## config.mk

```make
export PLATFORM = sky130hd
export DESIGN_NAME = rif_pipe_ctrl
export DESIGN_NICKNAME = d
export VERILOG_FILES = /design/src/rtl/core/rif_pkg.sv /design/src/rtl/core/rif_pipe_ctrl.sv
export SDC_FILE = /design/constraint.sdc
export NUM_CORES = 1
export LEC_CHECK = 0
export CORE_AREA = 4 4 41 43
export DETAILED_ROUTE_END_ITERATION = 16
export DIE_AREA = 0 0 45 47
export DONT_BUFFER_PORTS = 1
export HOLD_SLACK_MARGIN = 0.15
export PLACE_DENSITY = 0.41
export REMOVE_ABC_BUFFERS = 1
export SLEW_MARGIN = 20
export SYNTH_ARGS = -nofsm -noshare
export SYNTH_HDL_FRONTEND = slang
export SYNTH_SLANG_ARGS = --single-unit
export TNS_END_PERCENT = 10
```

## constraint.sdc

```tcl
create_clock -name clk_i -period 1.8 [get_ports clk_i]
set_input_delay 0.18 -clock clk_i [delete_from_list [all_inputs] [get_ports clk_i]]
set_output_delay 0.18 -clock clk_i [all_outputs]
set_load 0.02 [all_outputs]
```

## src/rtl/core/rif_pkg.sv

```systemverilog
package rif_pkg;

  localparam int unsigned Frac    = 16;
  localparam int unsigned NStages = 5;

  localparam logic signed [63:0] QMax = 64'sh0000_0000_7FFF_FFFF;
  localparam logic signed [63:0] QMin = 64'shFFFF_FFFF_8000_0000;
  localparam logic [32:0]        WMax = 33'h0_7FFF_FFFF;

  typedef struct packed {
    logic [30:0]        rho_left;
    logic [30:0]        rho_right;
    logic signed [31:0] vel_left;
    logic signed [31:0] vel_right;
    logic [30:0]        pres_left;
    logic [30:0]        pres_right;
    logic signed [31:0] energy_left;
    logic signed [31:0] energy_right;
    logic [16:0]        humid_left;
    logic [16:0]        humid_right;
    logic [30:0]        sound_left;
    logic [30:0]        sound_right;
  } in_t;

  typedef struct packed {
    logic signed [31:0] mass_out;
    logic signed [31:0] momentum_out;
    logic signed [31:0] energy_out;
    logic signed [31:0] vapor_out;
    logic [30:0]        wave_speed;
  } out_t;

  typedef struct packed {
    logic [NStages-1:0] load;
  } pipe_ctrl_t;

  function automatic logic signed [31:0] sat32(input logic signed [63:0] v);
    logic signed [31:0] r;
    if (v > QMax) begin
      r = 32'sh7FFF_FFFF;
    end else if (v < QMin) begin
      r = 32'sh8000_0000;
    end else begin
      r = $signed(v[31:0]);
    end
    return r;
  endfunction

  function automatic logic signed [63:0] uext(input logic [30:0] v);
    return $signed({33'b0, v});
  endfunction

  function automatic logic signed [31:0] qmul_sat(input logic signed [63:0] p);
    return sat32(p >>> Frac);
  endfunction

  function automatic logic [30:0] wave(input logic signed [31:0] u, input logic [30:0] a);
    logic [31:0] mag;
    logic [32:0] sum;
    mag = u[31] ? (~u + 32'd1) : u;
    sum = {1'b0, mag} + {2'b0, a};
    return (sum > WMax) ? 31'h7FFF_FFFF : sum[30:0];
  endfunction

  function automatic logic signed [31:0] rusanov(input logic signed [31:0] fl,
                                                 input logic signed [31:0] fr,
                                                 input logic signed [46:0] diss);
    logic signed [63:0] avg;
    avg = (64'(fl) + 64'(fr)) >>> 1;
    return sat32(avg - 64'(diss));
  endfunction

endpackage

```

## src/rtl/core/rif_pipe_ctrl.sv

```systemverilog
module rif_pipe_ctrl (
  input  logic                clk_i,
  input  logic                rst_ni,
  input  logic                in_valid_i,
  output logic                in_ready_o,
  input  logic                out_ready_i,
  output logic                out_valid_o,
  output rif_pkg::pipe_ctrl_t ctrl_o
);
  import rif_pkg::*;

  logic [NStages-1:0] valid_q, valid_d;
  logic [NStages:0]   rdy;
  logic [NStages-1:0] upstream;

  // A stage takes a new transaction when it is empty or its successor moves on.
  always_comb begin
    rdy[NStages] = out_ready_i;
    for (int k = NStages - 1; k >= 0; k--) begin
      rdy[k] = ~valid_q[k] | rdy[k+1];
    end
    upstream = {valid_q[NStages-2:0], in_valid_i};
    for (int k = 0; k < NStages; k++) begin
      ctrl_o.load[k] = rdy[k] & upstream[k];
      valid_d[k]     = rdy[k] ? upstream[k] : valid_q[k];
    end
  end

  always_ff @(posedge clk_i or negedge rst_ni) begin
    if (!rst_ni) begin
      valid_q <= '0;
    end else begin
      valid_q <= valid_d;
    end
  end

  assign in_ready_o  = rdy[0];
  assign out_valid_o = valid_q[NStages-1];
endmodule

```

==> results.txt, run 1 <==
- DRC violation total after the first TritonRoute iteration: 3
- After global routing the overflow that remains totals 0.
- Final Wtd Congestion: 0.658
- Biggest fanout along the worst timing path: 7
* Global-route wire length before repair: between 900 and 1000 µm
- In this run, post-CTS repair resized a total of 0 instances.
- DP Wirelength: ~350 µm
* Critical path launch point type: register
- Setup repair after global routing missed its margin: false
- The die covers around 2100 µm².
* Count of nets left with antenna violations after detail routing: 0
* H-tree level count: 1
* Setup violators final: 0
- Global routing used 6.91% of the available tracks.
- Gate count after technology mapping: 21
- Number of warning messages in the yosys log: 0
* Pint: between 200 and 250 µW
- Hold Vio Cnt, Final: 0
* Max clock buf depth: 2
- After floorplanning, the core was sized to cover between 1000 and 1500 µm².
* Actual transition at the worst max-transition pin: around 0.5 ns
* Vias: ~190
* Number of DRC violations after detailed routing: 0
* Worst-skew pair later-pin latency: 0.24 ns
- Cell variety after synth: 14
- Worst setup timing slack at the placement stage: around 0.4 ns
- The die is 45 µm wide.
- The critical path starts at valid_q[4].
- The number of antenna violations at the first check in global routing was 0.
- Data arrival at the endpoint of the critical path: approximately 1.5 ns
- Buffer cell driving the clock tree root: clkbuf_4
* Kind of critical path: reg -> out
- A synthesized cell averages 11.3 µm².
- Final standard cell area without fillers: 309 µm²
- I/O pin total: 11
- The register with the most flip-flops in the layout has 5 of them.
* Total power divided by cell area: about 1100 nW/µm²
* Worst reg-to-reg setup slack: approximately 0.66 ns
* Count of clock tree sinks: 5
- In this run switching power makes up 31.2% of total power.
* Setup total negative slack: 0 ns
* Flip-flop and latch count after synthesis: 5
- After clock tree synthesis, the clock-pin slew on the worst setup and hold paths is about 0.04 ns.
- In this run the static leakage power is about 0.00013 µW.
* Final Routed Wirelength: between 500 and 600 µm
- DP Area: between 200 and 300 µm²
- The via count of the first global-routing pass came to around 210.
- Critical register-to-register path endpoint: valid_q[0]
* Required time of the worst setup path: approximately 1.6 ns
- For the final database, setup skew stands at roughly 0.00029 ns.
- The path class of the tightest hold or removal check is in -> reg.
- Largest registers in the final layout: valid_q: 5 flops
* Wire length per cell: ~12 µm
- Critical path endpoint category: output pin
- Share of total power in the clock network: roughly 37%
- In this run the worst setup path terminates at ctrl_o[0].
- Net switching power: approximately 110 µW
- From bottom edge to top edge, the die measures approximately 47 µm.
* Via/cell ratio: about 4.3
- Smallest setup slack after layout: 0.140 ns
- Post-Synthesis Cell Area: approximately 240 µm²
* Maximum operating frequency: ~600 MHz
* Area Growth Syn to Fin: 30.0%
- Max Slew Vio Count: 0
- The repair_antennas step left the layout with diodes totalling 0.
* IO Port Bufs: 0
- Nets@finish: 33
- Measured against its own limit, the worst slew margin works out to roughly two thirds.
* Initial cell density of the core: between 10% and 20%
* Peak VDD IR: between 300 and 400 µV
- More flip-flops sit in one register than any other, and that register is valid_q.
- Shortest period the worst path allows: around 1.7 ns
* CTS tree: yes
- Share of the yosys chip area belonging to registers: a little over half
- Start of the worst register-to-register path: valid_q[4]
* Result of the run: completed
- FP Rows: 13
- Entering global routing, the biggest net connects 8 pins.
- Across the run, the number of max-cap violations was 0.
- Dividing the final minimum period by the clock period gives 92.2%.
* Worst-case reg-to-reg path depth: 2
- Reg power frac: a little over 40%
- The post-route netlist has 14.3% of its cells at a drive strength greater than 1.
- Combinational logic burns a little over a fifth of the power.
* Detailed-routing iteration count for the pre-antenna-repair pass: 2
* Number of buffers created by CTS: 3
-- worst min path at each step --
stage / from / to / depth (start not counted)
after floorplan: rst_ni / valid_q[0] / 0
after global placement: rst_ni / valid_q[4] / 0
after detailed placement: rst_ni / valid_q[3] / 0
after CTS: out_ready_i / valid_q[3] / 2
after global routing: out_ready_i / valid_q[3] / 2
final: out_ready_i / valid_q[3] / 2
-- critical path: stages, from the launching register on --
cell	delay, ns
dfrtp_1	0.47
and4b_1	0.31
a31oi_1	0.46
-- cell usage in the layout (no fill, tap or decap), drive strengths merged --
cell type,n
a21boi,2
nand3,1
a31oi,1
buf,1
clkbuf,4
or2,1
inv,1
and2,1
dlygate4sd3,3
a31o,1
a21o,2
and4b,1
dfrtp,5
nor2b,2
nand2b,2
-- area by class of cell --
class	instances	area, µm²
timing repair buffer	4	37.5
inverter	1	3.75
tap	15	18.8
fill	143	992
sequential	5	125
clock buffer	4	26.3
multi-input combinational	14	97.6
-- power groups by stage --
stage,registers [µW],logic [µW],clock network (µW)
2_1_floorplan,140,55.5,0
6_report,143,75.3,129
3_3_place_gp,142,66.7,0
4_1_cts,143,76.3,133
5_1_grt,146,81.4,152
3_5_place_dp,144,67.9,0
-- cell families after synthesis --
kind of cell           after synthesis  synth area share [%]
buffers and inverters                2                  6.31
DFF                                  5                  52.6
and+or+nand+nor                      8                  22.1
AOI/OAI and AO/OA                    6                  19.0
-- cells in the mapped netlist (all sizes together) --
cell type	count	area (µm²)
dfrtp	5	125
a31o	1	8.76
nand2b	2	12.5
buf	1	11.3
nand3	1	5.00
or2	1	6.26
a21boi	2	15.0
a21o	2	15.0
and4b	1	10.0
nor2b	2	12.5
and2	1	6.26
a31oi	1	6.26
inv	1	3.75
-- layer usage --
layer	share of wire [%]	wire length [µm]	track usage, %
met1	45	233	7.39
met4	1.6	8	5.26
met3	16	84	6.13
met2	37	188	8.47
met5	0	0	0
-- stage by stage --
stage,total power [µW],hold slack (ns),utilization [%],instances
5_1_grt,379,0.180,23.8,43
6_report,347,0.176,23.8,43
3_5_place_dp,212,-0.115,19.4,36
3_3_place_gp,209,-0.115,19.4,36
4_1_cts,352,0.173,23.8,43
2_1_floorplan,196,-0.116,-,20
-- repair_timing --
action / CTS / global route
endpoints found under the hold margin: 7 / 0
hold buffers: 3 / 0
setup buffers: 0 / 0
setup endpoints to repair: 0 / 0
No activity file was read; power rests on OpenSTA's default activity.
==> run 2: changes to the inputs <==
RECOVER_POWER = 100   (was unset)
==> run 2 against run 1 <==
Net effect:
- sequential power hardly changed
- clock power about the same
- cell area shrank 1.2%
- register-to-register slack about the same
- global-route usage did not move
- critical path depth did not move
- hold slack did not move
- combinational power down 5.0%
- via count is 0.54% higher
- count of clock-buffer cells in the layout did not move
- routed wire length up 0.19%
- sequential cell count did not move
- critical endpoint unchanged
- largest cell class unchanged
- largest power group unchanged
- highest routed layer unchanged
==> results.txt, run 2 (synthesized netlist as in run 1, its figures left out) <==
- Share of total power in the clock network: 37.6%
* Grt total ovfl: 0
- Vias: between 150 and 200
- Shortest period the worst path allows: ~1.7 ns
- The die covers 2120 µm².
* Global-route wire length before repair: 910 µm
* Reg power frac: a little over two fifths
* Final Routed Wirelength: 516 µm
- After clock tree synthesis, the setup repair step added 0 buffers.
* Required time of the worst setup path: 1.62 ns
- For the worst setup path, the data arrival time is between 1 and 1.5 ns.
- The clock reaches the later pin of the worst-skew pair after around 0.24 ns.
* Kind of critical path: reg -> out
- Number of buffers created by CTS: 3
- Total power divided by cell area: around 1100 nW/µm²
- Core ar.: between 1000 and 1500 µm²
* Via/cell ratio: between 4 and 5
* Critical path launch point type: register
- The final critical path takes up 92.2% of the cycle.
- The die is about 47 µm tall.
* Largest registers in the final layout: valid_q: 5 flops
- Pin count of the biggest net entering global routing: 8
* Most frequent standard cell in the layout excluding fill and tap cells: dfrtp_1
* Result of the run: completed
- Count of nets left with antenna violations after detail routing: 0
- The register with the most flip-flops in the layout has 5 of them.
* Detailed-routing iteration count for the pre-antenna-repair pass: 2
* Count of clock tree sinks: 5
- Final worst clock skew: just under 0.0003 ns
- Initial antenna violation count: 0
* Worst-case reg-to-reg path depth: 2
* Setup violators final: 0
* IO Port Bufs: 0
* Worst min-delay path startpoint: out_ready_i
* Number of DRC violations after detailed routing: 0
- Nets@finish: 33
* Type of the worst min-delay path: in -> reg
- I/O pin total: 11
* Cells on Worst Hold Path: 2
- Area Growth Syn to Fin: 28.4%
- For this block, the initial DRC count from the detailed router was 3.
* Core utilization of the finished layout: a little under a quarter
* Setup repair after global routing missed its margin: false
* Max clock buf depth: 2
- In this run, post-CTS hold repair placed 3 buffers.
- The initial utilization of the core area, before any placement, comes to ~18%.
- The worst register-to-register path begins at valid_q[4].
- The worst-case IR drop observed on VDD is 379 µV.
- CTS tree: yes
- Of the total power, the share spent switching nets is a little under a third.
- Setup slack on the worst reg-to-reg path comes out at approximately 0.66 ns.
* Net switching power: around 110 µW
- Gates resized, CTS repair: 0
- In the final routed layout, each cell accounts on average for ~12 µm.
- In this run the tightest slew margin relative to its limit is between 60% and 70%.
- Clock transition time at the flip-flop clock pins of the worst setup and hold paths: ~0.04 ns
- Final Wtd Congestion: approximately 0.66
- For this run, the top clock speed supported by timing is roughly 600 MHz.
- H-tree level count: 1
- Biggest fanout along the worst timing path: 7
- The count of endpoints failing hold in the final timing report came to 0.
* Part of the total power dissipated in combinational logic: a little over a fifth
- Static Leakage: 0.000126 µW
* Total of max-cap violations: 0
- Commonest non-fill, non-tap cells in the layout: 5 x dfrtp_1, 3 x clkbuf_4, 3 x dlygate4sd3_1
* Max Slew Vio Count: 0
- STA classifies the critical path endpoint as an output pin.
- Largest reg by FF count: valid_q
- The worst hold path terminates at valid_q[3].
- N_diodes: 0
- Detailed placement finished with a half-perimeter wire length of 354 µm.
- The via count of the first global-routing pass came to between 200 and 250.
- In the global route stage, overall resource usage came out at between 6 and 7%.
* Buffer cell driving the clock tree root: clkbuf_4
* Setup total negative slack: 0 ns
- Pint: between 200 and 250 µW
* Proportion of layout cells with a drive suffix above 1: a little over a tenth
- For the pin with the worst max-slew slack, the measured transition is ~0.51 ns.
* Die W: ~45 µm
* Critical register-to-register path endpoint: valid_q[0]
* FP Rows: 13
==> run 2: worst max-delay path by stage <==
stage                     startpoint         to  slack (ns)  depth (start not counted)
final                     valid_q[4]  ctrl_o[0]        0.14                          2
after global routing      valid_q[4]  ctrl_o[0]        0.07                          2
after CTS                 valid_q[4]  ctrl_o[0]        0.13                          2
after detailed placement  valid_q[4]  ctrl_o[0]        0.40                          2
after global placement    valid_q[4]  ctrl_o[0]        0.42                          2
after floorplan           valid_q[4]  ctrl_o[3]        0.49                          2
==> run 2: worst max-delay path: stages (launching register included) <==
cell	delay, ns
dfrtp_1	0.47
and4b_1	0.31
a31oi_1	0.46
==> run 2: power groups by stage <==
stage	sequential, µW	clock (µW)	combinational, µW
after floorplan	140	0	55.5
after global placement	142	0	66.7
after detailed placement	144	0	67.9
after CTS	143	133	76.3
after global routing	146	152	77.4
final	143	129	71.5
==> run 2: cell type report <==
class	instances	area [µm²]
Timing Repair Buffer	4	33.8
Tap cell	15	18.8
Inverter	1	3.75
Fill cell	145	996
Clock buffer	4	26.3
Sequential cell	5	125
Multi-Input combinational cell	14	97.6
==> run 2: metrics by stage <==
| step | total power, µW | instances | hold WS [ns] | cell area [µm²] | worst slack (ns) |
|---|---|---|---|---|---|
| 2_1_floorplan | 196 | 20 | -0.116 | 226 | 0.490 |
| 3_3_place_gp | 209 | 36 | -0.115 | 253 | 0.424 |
| 3_5_place_dp | 212 | 36 | -0.115 | 253 | 0.402 |
| 4_1_cts | 352 | 43 | 0.173 | 309 | 0.126 |
| 5_1_grt | 375 | 43 | 0.180 | 305 | 0.0668 |
| 6_report | 343 | 43 | 0.176 | 305 | 0.140 |
==> run 2: layer usage <==
| layer | routed length, µm | up-vias | part of all wire (%) | global-route usage [%] |
|---|---|---|---|---|
| li1 | - | 86 | - | - |
| met1 | 234 | 83 | 45 | 7.39 |
| met2 | 187 | 15 | 36 | 8.47 |
| met3 | 86 | 2 | 17 | 6.13 |
| met4 | 8 | 0 | 1.6 | 5.26 |
| met5 | 0 | - | 0 | 0 |
